## src/rtl/core/rotated_region_pixel_packer_assert.svh

```systemverilog
// Assertion macros shared by the rotated region pixel packer RTL.
// Expects clk and rst_n in the scope of the including module.
`ifndef ROTATED_REGION_PIXEL_PACKER_ASSERT_SVH
`define ROTATED_REGION_PIXEL_PACKER_ASSERT_SVH

// same-cycle implication
`define RRPP_ASSERT_IMP(label, ante, cons, msg) \
    label: assert property (@(posedge clk) disable iff (!rst_n) (ante) |-> (cons)) \
        else $error(msg);

// next-cycle implication
`define RRPP_ASSERT_NXT(label, ante, cons, msg) \
    label: assert property (@(posedge clk) disable iff (!rst_n) (ante) |=> (cons)) \
        else $error(msg);

`endif

```

## src/rtl/core/rrpp_fifo.sv

```systemverilog
// Small first-word-fall-through queue built from flops.
// No dependencies.
module rrpp_fifo #(
    parameter int WIDTH = 8,
    parameter int DEPTH = 4
) (
    input  logic             clk,
    input  logic             rst_n,
    input  logic             push,
    input  logic [WIDTH-1:0] wdata,
    output logic             full,
    input  logic             pop,
    output logic [WIDTH-1:0] rdata,
    output logic             empty
);

    localparam int PW  = (DEPTH > 1) ? $clog2(DEPTH) : 1;
    localparam int CNW = $clog2(DEPTH + 1);

    logic [WIDTH-1:0] mem_reg [DEPTH];
    logic [PW-1:0]    wr_ptr_reg, wr_ptr_next;
    logic [PW-1:0]    rd_ptr_reg, rd_ptr_next;
    logic [CNW-1:0]   count_reg, count_next;
    logic             do_push, do_pop;

    assign full    = (count_reg == CNW'(DEPTH));
    assign empty   = (count_reg == '0);
    assign do_push = push && !full;
    assign do_pop  = pop && !empty;
    assign rdata   = mem_reg[rd_ptr_reg];

    always_comb
    begin
        wr_ptr_next = wr_ptr_reg;
        rd_ptr_next = rd_ptr_reg;
        count_next  = count_reg;
        if (do_push)
        begin
            wr_ptr_next = (wr_ptr_reg == PW'(DEPTH - 1)) ? '0 : wr_ptr_reg + 1'b1;
        end
        if (do_pop)
        begin
            rd_ptr_next = (rd_ptr_reg == PW'(DEPTH - 1)) ? '0 : rd_ptr_reg + 1'b1;
        end
        if (do_push && !do_pop)
        begin
            count_next = count_reg + 1'b1;
        end
        else if (do_pop && !do_push)
        begin
            count_next = count_reg - 1'b1;
        end
    end

    always_ff @(posedge clk or negedge rst_n)
    begin
        if (!rst_n)
        begin
            wr_ptr_reg <= '0;
            rd_ptr_reg <= '0;
            count_reg  <= '0;
        end
        else
        begin
            wr_ptr_reg <= wr_ptr_next;
            rd_ptr_reg <= rd_ptr_next;
            count_reg  <= count_next;
        end
    end

    always_ff @(posedge clk)
    begin
        if (do_push)
        begin
            mem_reg[wr_ptr_reg] <= wdata;
        end
    end

endmodule

```

## config.mk

```make
export PLATFORM = sky130hd
export DESIGN_NAME = rrpp_fifo
export DESIGN_NICKNAME = d
export VERILOG_FILES = /design/src/rtl/core/rotated_region_pixel_packer_assert.svh /design/src/rtl/core/rrpp_fifo.sv
export SDC_FILE = /design/constraint.sdc
export NUM_CORES = 1
export LEC_CHECK = 0
export ABC_AREA = 1
export BUFFER_PORTS_ARGS = -buffer_cell sky130_fd_sc_hd__buf_2
export CAP_MARGIN = 20
export CORE_MARGIN = 2
export CORE_UTILIZATION = 55
export DETAILED_ROUTE_END_ITERATION = 7
export PLACE_DENSITY = 0.76
export SYNTH_ARGS = -nofsm -noshare
export SYNTH_HDL_FRONTEND = slang
export SYNTH_SLANG_ARGS = --single-unit
```

## constraint.sdc

```tcl
create_clock -name clk -period 2.5 [get_ports clk]
set_clock_uncertainty 0.15 [all_clocks]
set_input_delay 0 -clock clk [delete_from_list [all_inputs] [get_ports clk]]
set_output_delay 0 -clock clk [all_outputs]
set_load 0.02 [all_outputs]
```

==> results_dict.tcl, run 1 <==
set metrics [dict create \
    overflow 0 \
    p_leak_nw 0.9350 \
    cts_resized 0 \
    worst_slack_ps 432.7 \
    drt_first_pass_iters 4 \
    ys_ff_latch 39 \
    drtIter0Drc 40 \
    cts.path.max_buffers 2 \
    synth_area_sq_um 1759 \
    fin_cells 238 \
    regArea_sq_um 1136 \
    critPathCaptureType "register" \
    preCtsSetupSlack_ps 474.1 \
    globalplace.congestion 0.6777 \
    drv_cap 0 \
    cp_data_required_time_ps 2580 \
    synth_nets 173 \
    min_period_over_period_pct 82.69 \
    clk_latency_ps 340 \
    status "complete, no violations" \
    critPathMaxStageDelay_ps 450 \
    die_h_um 60.56 \
    power_mw 2.214 \
    arrival_ps 2140 \
    cts.reportedPaths.clkPinSlew_ps 110 \
    cts_tree "done" \
    clock.fmax_mhz 483.7 \
    synth-seq-area-share_pct 64.58 \
    netlist-cell-type-count 16 \
    final_common_cell "nand2_1" \
    root_buffer "clkbuf_4" \
    slew_viol_final 0 \
    multi_input_area_sq_um 446.7 \
    grt_max_degree 20 \
    tns_ps 0 \
    drive_above_1_share_pct 18.04 \
    num_antenna_cells 0 \
    hold_violations 0 \
    gr-usage-all-layers_pct 19.77 \
    path_class "register to register" \
    postRouteAntennaNets 0 \
    grt_pass1_vias 1165 \
    critical-path-top-delay-family "adder cells" \
    netlist_instances 154 \
    initial_core_util_pct 57.62 \
    relSlewSlack_pct 63.72 \
    largest_reg_flops 32 \
    ioPinCount 22 \
    cts_inserted_buffers 5 \
    worstPathCellList "inv_2, nand3_1, nand2_2, inv_1, ha_1, inv_1, fa_1, nand2_1, o21ai_0" \
    yosysWarnings 0 \
    final_cell_mix "nand2_1, edfxtp_1, inv_1" \
    chipWidth_um 60.56 \
    rows 20 \
    min_path_type "primary input to register" \
    hpwl_um 2070 \
    coreArea_sq_um 3053 \
    n_fill_cell 240 \
    p_per_area_nw_per_um2 1071 \
    cp_max_fo 7 \
    place_inst 219 \
    crit_path_frequent_cell "inv_1" \
    startpoint_type "register" \
    rsz0062_at_grt "no" \
    via_per_inst 4.739 \
    drc 0 \
    syn_area_per_cell_sq_um 11.42 \
    area_delta_synth_final_pct 17.50 \
    grt_pass1_wl_um 4968 \
    setup_viol 0 \
    clock_sinks 39 \
    peakVddDrop_v 0.0006486 \
    finalNetCount 213 \
    wl_per_cell_um 12.62 \
    wl_um 3003 \
    htreeDepth 2 \
    period_minus_slack_ps 2067 \
    die_area_sq_um 3667 \
    crit_buf_inv 3 \
    antenna_found_initial 0 \
    tightest_slew_ps 544.3 \
    io_buffer_count 21 \
    cp_slowest_cell "dfrtp_1" \
    route.vias.total 1128 \
]
[worst paths after layout]
path,startpoint,endpoint,slack [ps],depth (start not counted)
worst max-delay path,count_reg[0],count_reg[1],430,9
worst min-delay path,wdata[3],mem_reg[2][3],270,2
worst max register to register,count_reg[0],count_reg[1],430,9
worst min register to register,wr_ptr_reg[1],wr_ptr_reg[1],400,2
max in group asynchronous,rst_n,count_reg[2],1510,3
min in group asynchronous,rst_n,count_reg[0],440,3
[timing repair]
item | CTS | global route
hold buffers | 12 | 0
buffers inserted | 0 | 0
hold endpoints to repair | 43 | 0
[cells by family (layout without fill, tap and decap cells)]
group / after synthesis / after routing / synth area share, %
AOI/OAI and AO/OA: 17 / 17 / 7.397
adders and majority gates: 7 / 7 / 5.405
xor gates and xnor gates: 1 / 1 / 0.4980
buffers and inverters: 37 / 77 / 10.03
DFF: 39 / 39 / 64.58
and+or+nand+nor: 53 / 53 / 12.09
[per-layer routing]
metal  track usage [%]  vias up  share of wire, %  wire length, um
met5                 0        -                 0                0
met4             12.73        0               2.1               62
met3             4.904        5               3.6              109
met2             33.85       24                53             1581
met1             22.03      515                42             1250
li1                  -      584                 -                -
[per-stage QoR]
stage,area [sq um],hold slack [ps],util (%)
floorplan,1759,-445.6,-
global placement,1901,-311.6,62.25
detailed placement,1901,-307.6,62.25
CTS,2067,238.9,67.70
global route,2067,266.5,67.70
finish,2067,265.8,67.70
[cells in the mapped netlist (all sizes together)]
| library cell | number | area [sq um] |
|---|---|---|
| xnor2 | 1 | 8.760 |
| dfrtp | 7 | 175.2 |
| inv | 32 | 120.1 |
| fa | 1 | 20.02 |
| o211ai | 16 | 125.1 |
| nand4 | 1 | 6.260 |
| edfxtp | 32 | 960.9 |
| o21ai | 1 | 5.000 |
| nor2 | 6 | 22.52 |
| ha | 6 | 75.07 |
| nand2 | 39 | 148.9 |
| nand3 | 7 | 35.03 |
| buf | 5 | 56.30 |
[layout make-up]
class / count / share of cell area [%]
Sequential cell: 39 / 54.96
Multi-Input combinational cell: 78 / 21.61
Timing Repair Buffer: 38 / 12.71
Inverter: 32 / 5.811
Tap cell: 44 / 2.663
Clock buffer: 5 / 1.816
Clock inverter: 2 / 0.4237
[where the power goes]
group / internal, mW / switching [mW] / leakage [nW]
registers: 0.871 / 0.131 / 0.378
logic: 0.344 / 0.579 / 0.528
clock network: 0.0996 / 0.190 / 0.0285
(Power assumes the default switching activity.)
==> run 2, diff against run 1 <==
- CORE_UTILIZATION: 55 -> 51
- PLACE_DENSITY: 0.76 -> 0.74
- clock period: 2.5 -> 1.75 ns (I/O delays scaled with it)
==> run 2 against run 1 <==
  * The flow now finishes with violations (setup timing)
  * Critical endpoint is now count_reg[2]
  * First-iteration DRC count down 23%
  * Via count up 11%
  * Final area up 8.6%
  * Combinational power up 83%
  * Die area up 7.3%
  * Global-route usage down 1.0 points
  * Register-to-register slack worse by 460 ps
  * Critical path type unchanged
==> results_dict.tcl, run 2 (synthesis results as in run 1) <==
set metrics [dict create \
    n_fill_cell 266 \
    peakVddDrop_v 0.0009646 \
    tightest_slew_ps 365.1 \
    period_minus_slack_ps 1775 \
    antenna_found_initial 0 \
    preCtsSetupSlack_ps -49.46 \
    worstPathCellList "inv_2, nand3_2, nand2_2, ha_4, inv_4, fa_2, nand2_2, nand3_2, nand2_1, nand2_1" \
    final_core_util_pct 67.27 \
    grt_pass1_wl_um 5540 \
    io_buffer_count 21 \
    cp_max_fo 3 \
    num_antenna_cells 0 \
    status "finished with violations" \
    globalplace.congestion 0.8228 \
    wl_um 3405 \
    startpoint_type "register" \
    hp-start "wdata[7]" \
    rows 21 \
    gr-usage-all-layers_pct 18.75 \
    arrival_ps 1860 \
    cts.reportedPaths.clkPinSlew_ps 110 \
    wl_per_cell_um 13.35 \
    relSlewSlack_pct 75.58 \
    rr_worst_depth 10 \
    cts.path.max_buffers 2 \
    root_buffer "clkbuf_4" \
    cts_tree "done" \
    largest_reg_flops 32 \
    rsz0062_at_grt "yes" \
    violations "setup timing" \
    cp_data_required_time_ps 1840 \
    min_path_cells 2 \
    p_leak_nw 1.015 \
    critPathCaptureType "register" \
    clock_sinks 39 \
    overflow 0 \
    hold_path_end "mem_reg[3][7]" \
    slew_viol_final 0 \
    chipWidth_um 62.73 \
    htreeDepth 2 \
    die_h_um 62.73 \
    reg2reg_from "count_reg[1]" \
    area_delta_synth_final_pct 27.60 \
    cts_inserted_buffers 5 \
    drt_first_pass_iters 4 \
    initial_core_util_pct 52.72 \
    setup_viol 2 \
    p_per_area_nw_per_um2 1623 \
    rr_endpoint "count_reg[2]" \
    path_class "register to register" \
    final_common_cell "nand2_1" \
    postRouteAntennaNets 0 \
    final_cell_mix "nand2_1, edfxtp_1, inv_1" \
    reg2reg_slack_ps -20 \
    critPathMaxStageDelay_ps 420 \
    critical-path-top-delay-family "adder cells" \
    grt_max_degree 20 \
    ioPinCount 22 \
    route.vias.total 1248 \
    drive_above_1_share_pct 30.62 \
    drc 0 \
    drtIter0Drc 31 \
    crit_buf_inv 2 \
    clock.fmax_mhz 563.4 \
    worst_slack_ps -24.95 \
    hold_violations 0 \
    grt_pass1_vias 1206 \
    hpwl_um 2177 \
    coreArea_sq_um 3337 \
    drv_cap 0 \
    min_path_type "primary input to register" \
    cp_slowest_cell "dfrtp_1" \
    min_period_over_period_pct 101.4 \
    clk_latency_ps 340 \
    finalNetCount 227 \
    via_per_inst 4.894 \
    die_area_sq_um 3935 \
]
-- run 2: routing by layer --
layer  up-vias  GRT usage [%]  routed length (um)
met5         -              0                   0
met4         0          7.222                  45
met3         6          5.405                 119
met2        33          31.32                1847
met1       595          23.12                1392
li1        614              -                   -
-- run 2: metrics by stage --
step	instances	total power, mW	hold WS [ps]	instance area, sq um	setup TNS (ps)
6_report	255	3.642	255.5	2245	-26.14
5_1_grt	255	3.920	235.0	2245	-206.5
4_1_cts	251	3.560	233.8	2202	0
3_5_place_dp	228	2.903	-305.4	1971	-77.76
3_3_place_gp	228	2.802	-308.8	1971	0
2_1_floorplan	154	2.456	-445.6	1774	-14.50
-- run 2: power by group --
| group | internal, mW | switching, mW |
|---|---|---|
| clock | 0.294 | 0.280 |
| sequential | 1.24 | 0.128 |
| combinational | 0.684 | 1.01 |
| total | 2.22 | 1.42 |
-- run 2: worst register-to-register path: stages, from the launching register on --
cell and delay [ps]:
dfrtp_1 420, inv_2 100, nand3_2 80, nand2_2 110, ha_4 150, inv_4 40
fa_2 360, nand2_2 90, nand3_2 70, nand2_1 60, nand2_1 60
-- run 2: area by class of cell --
| type | count | area [sq um] | area share [%] |
|---|---|---|---|
| clock buffer | 5 | 37.54 | 1.672 |
| clock inverter | 3 | 38.79 | 1.728 |
| inverter | 32 | 122.6 | 5.463 |
| tap | 46 | 57.56 | 2.564 |
| multi-input combinational | 78 | 484.2 | 21.57 |
| timing repair buffer | 52 | 367.9 | 16.39 |
| sequential | 39 | 1136 | 50.61 |
-- run 2: timing repair --
item | 4_1_cts | 5_1_grt
hold endpoints to repair | 44 | 0
setup buffers | 3 | 4
pin swaps | 3 | 4
resized for setup | 4 | 7
endpoints found under the setup margin | 2 | 8
hold buffers | 12 | 0
-- run 2: worst max path at each step --
stage                       from            to  slack, ps  cells past startpoint
finish              count_reg[1]  count_reg[2]        -20                     10
global placement    count_reg[2]  count_reg[2]         20                     10
global route        count_reg[1]  count_reg[2]       -120                     10
CTS                 count_reg[0]  count_reg[1]          2                      9
detailed placement  count_reg[2]  count_reg[2]        -50                     10
floorplan           count_reg[0]  count_reg[2]         -9                     11
