### src/rtl/core/rotated_region_pixel_packer_assert.svh
// Assertion macros shared by the rotated region pixel packer RTL.
// Expects clk and rst_n in the scope of the including module.
`ifndef ROTATED_REGION_PIXEL_PACKER_ASSERT_SVH
`define ROTATED_REGION_PIXEL_PACKER_ASSERT_SVH

// same-cycle implication
`define RRPP_ASSERT_IMP(label, ante, cons, msg) \
    label: assert property (@(posedge clk) disable iff (!rst_n) (ante) |-> (cons)) \
        else $error(msg);

// next-cycle implication
`define RRPP_ASSERT_NXT(label, ante, cons, msg) \
    label: assert property (@(posedge clk) disable iff (!rst_n) (ante) |=> (cons)) \
        else $error(msg);

`endif

### src/rtl/core/rrpp_pkg.sv
// Package for the rotated region pixel packer: types, codes and defaults.
// No dependencies.
package rrpp_pkg;

    localparam int HOR_PIXELS_DEF = 256;
    localparam int VER_PIXELS_DEF = 256;

    localparam int BYTE_ADDR_W = 14;
    localparam int PADDR_W     = 5;
    localparam int PDATA_W     = 32;

    localparam logic [2:0] REG_ORIENTATION   = 3'd0;
    localparam logic [2:0] REG_REGION_X      = 3'd1;
    localparam logic [2:0] REG_REGION_Y      = 3'd2;
    localparam logic [2:0] REG_REGION_WIDTH  = 3'd3;
    localparam logic [2:0] REG_REGION_HEIGHT = 3'd4;

    localparam logic [1:0] ROT_0   = 2'd0;
    localparam logic [1:0] ROT_90  = 2'd1;
    localparam logic [1:0] ROT_180 = 2'd2;
    localparam logic [1:0] ROT_270 = 2'd3;

    localparam logic [1:0] CODE_ON    = 2'h2;
    localparam logic [1:0] CODE_OFF   = 2'h1;
    localparam logic [7:0] RESET_FILL = 8'h55;

    typedef struct packed {
        logic [1:0] orientation;
        logic [7:0] region_x;
        logic [7:0] region_y;
        logic [8:0] region_width;
        logic [8:0] region_height;
    } cfg_t;

    typedef struct packed {
        logic       dropped;
        logic       done;
        logic       pixel_on;
        logic [1:0] lane;
    } cmd_t;

    typedef struct packed {
        logic [BYTE_ADDR_W-1:0] byte_address;
        logic [7:0]             byte_value;
        logic                   dropped;
        logic                   region_done;
    } res_t;

endpackage

### src/rtl/core/rrpp_front.sv
// Front end: region counters, rotation, clipping and byte address generation.
// Depends on rrpp_pkg and the assertion macro header.
`include "rotated_region_pixel_packer_assert.svh"
module rrpp_front #(
    parameter int HOR_PIXELS = rrpp_pkg::HOR_PIXELS_DEF,
    parameter int VER_PIXELS = rrpp_pkg::VER_PIXELS_DEF
) (
    input  logic                clk,
    input  logic                rst_n,
    input  rrpp_pkg::cfg_t      cfg,
    input  logic                accept,
    input  logic                pixel_on,
    output logic                stall,
    output logic                cmd_push,
    output rrpp_pkg::cmd_t      cmd,
    output logic [((((HOR_PIXELS + 3) / 4) * VER_PIXELS) > 1 ?
                   $clog2(((HOR_PIXELS + 3) / 4) * VER_PIXELS) : 1)-1:0] cmd_addr,
    input  logic                cmd_full
);

    localparam int LINE_BYTES  = (HOR_PIXELS + 3) / 4;
    localparam int STORE_BYTES = LINE_BYTES * VER_PIXELS;
    localparam int AW  = (STORE_BYTES > 1) ? $clog2(STORE_BYTES) : 1;
    localparam int DXW = $clog2(HOR_PIXELS);
    localparam int DYW = (VER_PIXELS > 1) ? $clog2(VER_PIXELS) : 1;
    localparam int MAXP = (HOR_PIXELS > VER_PIXELS) ? HOR_PIXELS : VER_PIXELS;
    localparam int PW  = $clog2(MAXP);
    localparam int CW  = ((PW > 10) ? PW : 10) + 1;

    localparam logic signed [CW-1:0] HM1 = CW'(HOR_PIXELS - 1);
    localparam logic signed [CW-1:0] VM1 = CW'(VER_PIXELS - 1);
    localparam logic [AW-1:0] LINE_B = AW'(LINE_BYTES);

    logic [8:0] col_reg, col_next;
    logic [8:0] row_reg, row_next;
    logic [8:0] w_eff, h_eff;
    logic [9:0] col_inc, row_inc;
    logic       col_wrap, row_wrap, done_now;

    logic       s1_v_reg;
    logic [9:0] s1_lx_reg, s1_ly_reg;
    logic [1:0] s1_rot_reg;
    logic       s1_on_reg, s1_done_reg;

    logic           s2_v_reg;
    logic [DXW-1:0] s2_dx_reg;
    logic [DYW-1:0] s2_dy_reg;
    logic           s2_drop_reg, s2_on_reg, s2_done_reg;

    logic                 s1_free, s2_free, s1_move;
    logic signed [CW-1:0] slx, sly, dx_s, dy_s;
    logic                 drop_now;

    assign w_eff    = (cfg.region_width == '0) ? 9'd1 : cfg.region_width;
    assign h_eff    = (cfg.region_height == '0) ? 9'd1 : cfg.region_height;
    assign col_inc  = {1'b0, col_reg} + 10'd1;
    assign row_inc  = {1'b0, row_reg} + 10'd1;
    assign col_wrap = (col_inc >= {1'b0, w_eff});
    assign row_wrap = (row_inc >= {1'b0, h_eff});
    assign done_now = col_wrap && row_wrap;

    always_comb
    begin
        col_next = col_reg;
        row_next = row_reg;
        if (accept)
        begin
            col_next = col_wrap ? '0 : col_inc[8:0];
            if (col_wrap)
            begin
                row_next = row_wrap ? '0 : row_inc[8:0];
            end
        end
    end

    assign s2_free = !s2_v_reg || !cmd_full;
    assign s1_move = s1_v_reg && s2_free;
    assign s1_free = !s1_v_reg || s2_free;
    assign stall   = !s1_free;

    assign slx = signed'(CW'(s1_lx_reg));
    assign sly = signed'(CW'(s1_ly_reg));

    always_comb
    begin
        unique case (s1_rot_reg)
            rrpp_pkg::ROT_0:
            begin
                dx_s = slx;
                dy_s = sly;
            end
            rrpp_pkg::ROT_90:
            begin
                dx_s = HM1 - sly;
                dy_s = slx;
            end
            rrpp_pkg::ROT_180:
            begin
                dx_s = HM1 - slx;
                dy_s = VM1 - sly;
            end
            rrpp_pkg::ROT_270:
            begin
                dx_s = sly;
                dy_s = VM1 - slx;
            end
        endcase
    end

    assign drop_now = (dx_s < 0) || (dy_s < 0) || (dx_s > HM1) || (dy_s > VM1);

    always_ff @(posedge clk or negedge rst_n)
    begin
        if (!rst_n)
        begin
            col_reg  <= '0;
            row_reg  <= '0;
            s1_v_reg <= 1'b0;
            s2_v_reg <= 1'b0;
        end
        else
        begin
            col_reg <= col_next;
            row_reg <= row_next;
            if (s1_free)
            begin
                s1_v_reg <= accept;
            end
            if (s2_free)
            begin
                s2_v_reg <= s1_v_reg;
            end
        end
    end

    always_ff @(posedge clk)
    begin
        if (accept)
        begin
            s1_lx_reg   <= {2'b00, cfg.region_x} + {1'b0, col_reg};
            s1_ly_reg   <= {2'b00, cfg.region_y} + {1'b0, row_reg};
            s1_rot_reg  <= cfg.orientation;
            s1_on_reg   <= pixel_on;
            s1_done_reg <= done_now;
        end
        if (s1_move)
        begin
            s2_dx_reg   <= DXW'(dx_s);
            s2_dy_reg   <= DYW'(dy_s);
            s2_drop_reg <= drop_now;
            s2_on_reg   <= s1_on_reg;
            s2_done_reg <= s1_done_reg;
        end
    end

    assign cmd_push     = s2_v_reg;
    assign cmd.dropped  = s2_drop_reg;
    assign cmd.done     = s2_done_reg;
    assign cmd.pixel_on = s2_on_reg;
    assign cmd.lane     = s2_dx_reg[1:0];
    assign cmd_addr     = AW'(s2_dy_reg) * LINE_B + AW'(s2_dx_reg >> 2);

    `RRPP_ASSERT_NXT(a_front_wrap, accept && done_now, (col_reg == '0) && (row_reg == '0),
        "region counters did not return to zero at end of region")
    `RRPP_ASSERT_NXT(a_front_hold, s2_v_reg && cmd_full, s2_v_reg && $stable(s2_dx_reg),
        "front stage lost a transaction while the queue was full")

endmodule

### config.mk
export PLATFORM = sky130hd
export DESIGN_NAME = rrpp_front
export DESIGN_NICKNAME = d
export VERILOG_FILES = /design/src/rtl/core/rrpp_pkg.sv /design/src/rtl/core/rrpp_front.sv
export VERILOG_INCLUDE_DIRS = /design/src /design/src/rtl/core
export SDC_FILE = /design/constraint.sdc
export NUM_CORES = 1
export LEC_CHECK = 0
export CAP_MARGIN = 30
export CELL_PAD_IN_SITES_DETAIL_PLACEMENT = 0
export CELL_PAD_IN_SITES_GLOBAL_PLACEMENT = 1
export CORE_UTILIZATION = 54
export DETAILED_ROUTE_END_ITERATION = 10
export DONT_BUFFER_PORTS = 1
export PLACE_DENSITY_LB_ADDON = 0.2
export SYNTH_ARGS = -nofsm -noshare
export SYNTH_HDL_FRONTEND = slang
export SYNTH_SLANG_ARGS = --single-unit
### constraint.sdc
create_clock -name clk -period 4.55 [get_ports clk]
set_input_delay 0.455 -clock clk [delete_from_list [all_inputs] [get_ports clk]]
set_output_delay 0.455 -clock clk [all_outputs]
set_load 0.005 [all_outputs]
==> impl_results.md, run 1 <==
- Sink Count: 63
- Grt total ovfl: 0
- TNS Setup: 0 ps
- Die area: 7716 um2
- Reg clk slew, reported paths: 70 ps
- Pleak: 1.855 nW
- Diode count: 0
- Slew margin rel.: 41.84%
- Slew @ Worst Pin: 869.6 ps
- Clock tree buffer depth: 2
- Initial antenna violation count: 0
- RSZ-0062 raised after global routing: no
- Crit end category: flop
- Min Tclk post-route: 3028 ps
- Die Y: 87.84 um
- Register area share after synthesis: 45.03%
- Hold Fails Final Rpt: 0
- Synth Net Count: 449
- Worst hold path class: primary input to flop
- Fillers: 569
- DR DRC count: 0
- Max cap viols: 0
- Starting DRT DRC Count: 76
- Type of origin of the critical path: flop
- Antenna Nets Post-Route: 0
- Main synth FF type: edfxtp_1
- Reg power frac: 46.7%
- GP Congestion: 0.8201
- CP required: 4790 ps
- Layout cells sized above 1: 8.511%
- Switch Pwr: 613.6 uW
- Worst-path maximum fanout: 7
- Most common cell in the netlist: edfxtp_1
- Clock power frac: 23.9%
- Num CTS Buffers: 9
- Pin count of the biggest net entering global routing: 45
- Net count, final: 452
- # H-tree levels: 3
- Synthesized area: 3979 um2
- Synth unique cells: 51
- Commonest cells post-synth: edfxtp_1, inv_1, ha_1
- Setup violators final: 0
- Cell Area, Placed: 4053 um2
- Row count: 30
- Post-Syn Instances: 368
- Areal power density over the cells: 448.8 nW/um2
- DRT Wirelength: 6667 um
- Final Skew: 7.750 ps
- Die Width: 87.84 um
- CTS tree: yes
- Post-synth EDFFs: 43
- Ys Warns: 0
- Worst EP arrival: 3270 ps
- Seq. cell area: 1792 um2
- # Post-CTS Setup Buffers: 0
- Top cells by area, synth: edfxtp_1, dfrtp_1, ha_1, xnor2_1, inv_1
- Vias in the first global route: 2525
- Vias: 2601
- Total track usage: 19.62%
- Syn avg cell area: 10.81 um2
- Pre-antenna DRT Iters: 7
- Max frequency: 0.3302 GHz
- Switching Share: 32.05%
- Skew-Pair Late Insertion Delay: 330 ps
- Pins Over Slew Limit: 0
- Area of the core: 6944 um2
- First-pass GRT wire length: 11520 um
- Peak supply drop: 0.1909 mV
- Via/cell ratio: 5.511
- Area growth syn-to-layout: 7.201%
- Buffers on Ports: 0
- WL/cell: 14.13 um
- Period utilization: 66.55%
- Status: finished clean
- Hpwl dp: 5315 um
- Synth area leader: edfxtp_1
- Starting Density: 57.30%
- IO Pins: 62
- Area of the multi-input gates: 1983 um2
- CTS Root Cell: clkbuf_8
- Flops & latches, synth: 63
- Top cell type's share of synthesized area: 32.45%
- Crit Path Class: flop to flop
- Int Power: 1.301 mW
- Resized Gates After CTS: 0
- Gate power share: 29.4%
- Final instance area: 4265 um2
- Fraction of registers with async set/reset: 31.75%
cells by family after synthesis:
logic type,count (synthesis),share of synthesized area [%]
buf+inv,52,5.220
fa+ha+maj,40,12.96
mux,13,3.270
xor+xnor,43,9.465
simple gates,87,11.95
flops,63,45.03
compound gates,70,12.11
per-stage QoR:
step | utilization [%] | hold slack (ps) | instances | setup WS [ps] | power, mW
after detailed placement | 58.36 | 159.8 | 454 | 1546 | 1.468
after floorplan | - | 159.4 | 368 | 1830 | 1.337
after CTS | 61.21 | 200.5 | 471 | 1528 | 1.930
final | 61.42 | 216.4 | 472 | 1522 | 1.914
after global routing | 61.42 | 202.4 | 472 | 1337 | 2.062
after global placement | 58.36 | 159.7 | 454 | 1679 | 1.452
power groups by stage:
stage	registers, mW	clock network [mW]	logic [mW]
2_1_floorplan	0.865	0	0.472
5_1_grt	0.917	0.487	0.657
4_1_cts	0.895	0.466	0.569
3_5_place_dp	0.907	0	0.561
3_3_place_gp	0.902	0	0.551
6_report	0.894	0.458	0.562
worst max-delay path, stage by stage (launching register included):
cell     delay [ps]
dfrtp_1         460
ha_1            270
and3_1          210
nand3_1         200
nor2_1          180
xor2_1          220
ha_1            280
a21oi_1         140
o31ai_1         110
a311o_1         380
or2_4           310
o31ai_2         170
area by class of cell:
type | instances | area share (%)
Clock buffer | 9 | 2.904
Clock inverter | 7 | 1.496
Inverter | 42 | 3.696
Multi-Input combinational cell | 253 | 46.49
Sequential cell | 63 | 42.01
Tap cell | 96 | 2.816
Timing Repair Buffer | 2 | 0.5867
layer usage:
| layer | vias to the layer above | part of all wire [%] | track usage [%] |
|---|---|---|---|
| met5 | - | 0 | 0 |
| met4 | 0 | 1.4 | 8.644 |
| met3 | 9 | 4.1 | 3.205 |
| met2 | 62 | 49 | 32.49 |
| met1 | 1214 | 45 | 25.36 |
| li1 | 1316 | - | - |
layout by cell type (no fill, tap or decap), types with 6 or more instances in the layout:
| cell type | Yosys | final |
|---|---|---|
| edfxtp_1 | 43 | 43 |
| nand2_1 | 22 | 22 |
| xnor2_1 | 37 | 37 |
| clkbuf_8 | 0 | 9 |
| nand3_1 | 14 | 14 |
| nor2_1 | 11 | 11 |
| ha_1 | 38 | 38 |
| dfrtp_1 | 20 | 20 |
| mux2i_1 | 13 | 13 |
| inv_1 | 42 | 42 |
| xor2_1 | 6 | 6 |
| o21ai_0 | 23 | 23 |
| a21oi_1 | 12 | 12 |
worst paths after layout:
kind                       slack, ps                       to  cells past startpoint                    from
max reg2reg                     1520   row_reg[6]$_DFFE_PN0P_                     11  row_reg[0]$_DFFE_PN0P_
min in group asynchronous        680   col_reg[2]$_DFFE_PN0P_                      1                   rst_n
max in group asynchronous       3330   col_reg[7]$_DFFE_PN0P_                      1                   rst_n
max                             1520   row_reg[6]$_DFFE_PN0P_                     11  row_reg[0]$_DFFE_PN0P_
min                              220  s1_rot_reg[0]$_DFFE_PP_                      0                 cfg[34]
min reg2reg                      430      s2_on_reg$_DFFE_PP_                      0     s1_on_reg$_DFFE_PP_
what timing repair did:
action / in CTS / in global routing
hold buffers: 1 / 0
endpoints found under the hold margin: 20 / 0
setup endpoints to repair: 0 / 0
No activity file was read; power rests on OpenSTA's default activity.
==> run 2, diff against run 1 <==
--- a/config.mk
+++ b/config.mk
@@ -9,7 +9,7 @@
 export CAP_MARGIN = 30
 export CELL_PAD_IN_SITES_DETAIL_PLACEMENT = 0
 export CELL_PAD_IN_SITES_GLOBAL_PLACEMENT = 1
-export CORE_UTILIZATION = 54
+export CORE_UTILIZATION = 50
 export DETAILED_ROUTE_END_ITERATION = 10
 export DONT_BUFFER_PORTS = 1
 export PLACE_DENSITY_LB_ADDON = 0.2
==> constraint.sdc (replaced) <==
create_clock -name clk -period 2.85 [get_ports clk]
set_input_delay 0.285 -clock clk [delete_from_list [all_inputs] [get_ports clk]]
set_output_delay 0.285 -clock clk [all_outputs]
set_load 0.005 [all_outputs]
==> impl_results.md, run 2 (synthesis gave the netlist of run 1 again) <==
- Antenna Nets Post-Route: 0
- Worst flop-to-flop path endpoint: row_reg[6]$_DFFE_PN0P_
- Pins Over Slew Limit: 0
- Most frequent cells in the layout: edfxtp_1, inv_1, ha_1
- Die Y: 91.21 um
- Slew margin rel.: 37.80%
- Pin count of the biggest net entering global routing: 45
- CP required: 3090 ps
- Peak supply drop: 0.2777 mV
- DR DRC count: 0
- CTS tree: yes
- Crit Path Class: flop to flop
- Diode count: 0
- First-pass GRT wire length: 11560 um
- Cell Area, Placed: 4158 um2
- Starting Density: 51.49%
- Worst hold path depth: 0
- Hold Fails Final Rpt: 0
- Row count: 32
- Fillers: 656
- Reg clk slew, reported paths: 70 ps
- Slew @ Worst Pin: 930.0 ps
- # H-tree levels: 3
- Pre-antenna DRT Iters: 4
- WHS Endpoint: s1_on_reg$_DFFE_PP_
- Hold path startpoint: pixel_on
- Min Tclk post-route: 2763 ps
- Worst-path maximum fanout: 4
- R2R Setup Slk: 90 ps
- TNS Setup: 0 ps
- RSZ-0062 raised after global routing: yes
- Max cap viols: 0
- Hpwl dp: 5512 um
- Starting DRT DRC Count: 65
- Layout cells sized above 1: 16.03%
- Fin cells: 495
- Die area: 8318 um2
- Pleak: 1.958 nW
- R2r startpoint: row_reg[1]$_DFFE_PN0P_
- Via/cell ratio: 5.299
- Commonest non-fill, non-tap cell in the layout: edfxtp_1
- Vias: 2623
- Final instance area: 4509 um2
- Worst EP arrival: 3000 ps
- Die Width: 91.21 um
- Areal power density over the cells: 720.7 nW/um2
- Reg power frac: 42.8%
- WL/cell: 14.33 um
- Sink Count: 63
- Clock tree buffer depth: 2
- Worst-case reg-to-reg path depth: 11
- Num CTS Buffers: 9
- Crit end category: flop
- Grt total ovfl: 0
- Status: finished clean
- IO Pins: 62
- Setup violators final: 0
- Switching Share: 31.23%
- Int Power: 2.235 mW
- CTS Root Cell: clkbuf_8
- Period utilization: 96.94%
- Worst hold margin: 47.71 ps
- Area of the core: 7727 um2
- Buffers on Ports: 0
- Gate power share: 31.7%
- Worst hold path class: primary input to flop
- Final Skew: 6.518 ps
- Switch Pwr: 1.015 mW
- GP Congestion: 0.7674
- Post-Place Worst Slack: -19.23 ps
- Placed Cells: 473
- DRT Wirelength: 7093 um
- Type of origin of the critical path: flop
- Vias in the first global route: 2452
- Initial antenna violation count: 0
- Post-layout worst setup margin: 87.28 ps
- Max frequency: 0.3620 GHz
- Total track usage: 18.02%
- Area growth syn-to-layout: 13.33%
- Net count, final: 469
- Clock power frac: 25.5%
- Skew-Pair Late Insertion Delay: 330 ps
## run 2: cell count changes in the layout (fill, tap and decap cells not counted), sizes merged
| cell | previous run | this run |
|---|---|---|
| buf | 1 | 18 |
| clkinv | 5 | 2 |
| bufinv | 1 | 2 |
| clkbuf | 9 | 10 |
| clkinvlp | 1 | 2 |
## run 2: area by class of cell
type / instances / area (um2) / area share (%)
sequential: 63 / 1793 / 39.76
tap: 102 / 127.6 / 2.830
clock inverter: 6 / 85.08 / 1.887
multi-input combinational: 253 / 2066 / 45.81
timing repair buffer: 19 / 152.6 / 3.385
clock buffer: 10 / 127.6 / 2.830
inverter: 42 / 157.7 / 3.496
## run 2: timing repair
action                                  in CTS  in global routing
endpoints found under the setup margin       4                 10
gates resized for setup                      3                 14
endpoints found under the hold margin       20                  0
buffers inserted                             2                  2
pin swaps                                    3                  5
hold buffers                                 1                  0
## run 2: through the flow
stage | utilization, % | power, mW
2_1_floorplan | - | 2.134
3_3_place_gp | 53.81 | 2.377
3_5_place_dp | 53.81 | 2.410
4_1_cts | 57.11 | 3.267
5_1_grt | 58.35 | 3.482
6_report | 58.35 | 3.250
## run 2: worst max path at each step
stage / start / depth (start not counted) / slack, ps / endpoint
4_1_cts: row_reg[0]$_DFFE_PN0P_ / 11 / 20 / row_reg[6]$_DFFE_PN0P_
3_5_place_dp: row_reg[0]$_DFFE_PN0P_ / 11 / -20 / row_reg[6]$_DFFE_PN0P_
5_1_grt: row_reg[1]$_DFFE_PN0P_ / 11 / -30 / row_reg[7]$_DFFE_PN0P_
3_3_place_gp: row_reg[0]$_DFFE_PN0P_ / 12 / 60 / row_reg[2]$_DFFE_PN0P_
2_1_floorplan: row_reg[0]$_DFFE_PN0P_ / 11 / 130 / row_reg[6]$_DFFE_PN0P_
6_report: row_reg[1]$_DFFE_PN0P_ / 11 / 90 / row_reg[6]$_DFFE_PN0P_
## run 2: power by group through the flow
stage / Combinational (mW) / Clock, mW / Sequential [mW]
2_1_floorplan: 0.754 / 0 / 1.38
3_3_place_gp: 0.981 / 0 / 1.40
3_5_place_dp: 1.00 / 0 / 1.41
4_1_cts: 1.03 / 0.845 / 1.39
5_1_grt: 1.18 / 0.882 / 1.42
6_report: 1.03 / 0.828 / 1.39
## run 2: metal layers
metal	track usage, %	part of all wire [%]	wire length [um]
met3	3.518	3.2	224
met5	0	0	0
met1	22.45	45	3210
met2	30.43	50	3550
met4	7.804	1.5	108
## run 2: critical path, cell delays in order (launching register included)
cell,delay [ps]
dfrtp_1,420
and3_4,210
nand3_2,80
or2_4,270
xnor2_2,140
ha_1,300
a21o_1,180
a21oi_2,150
o31ai_2,90
a311o_1,360
or2_4,310
o31ai_2,180
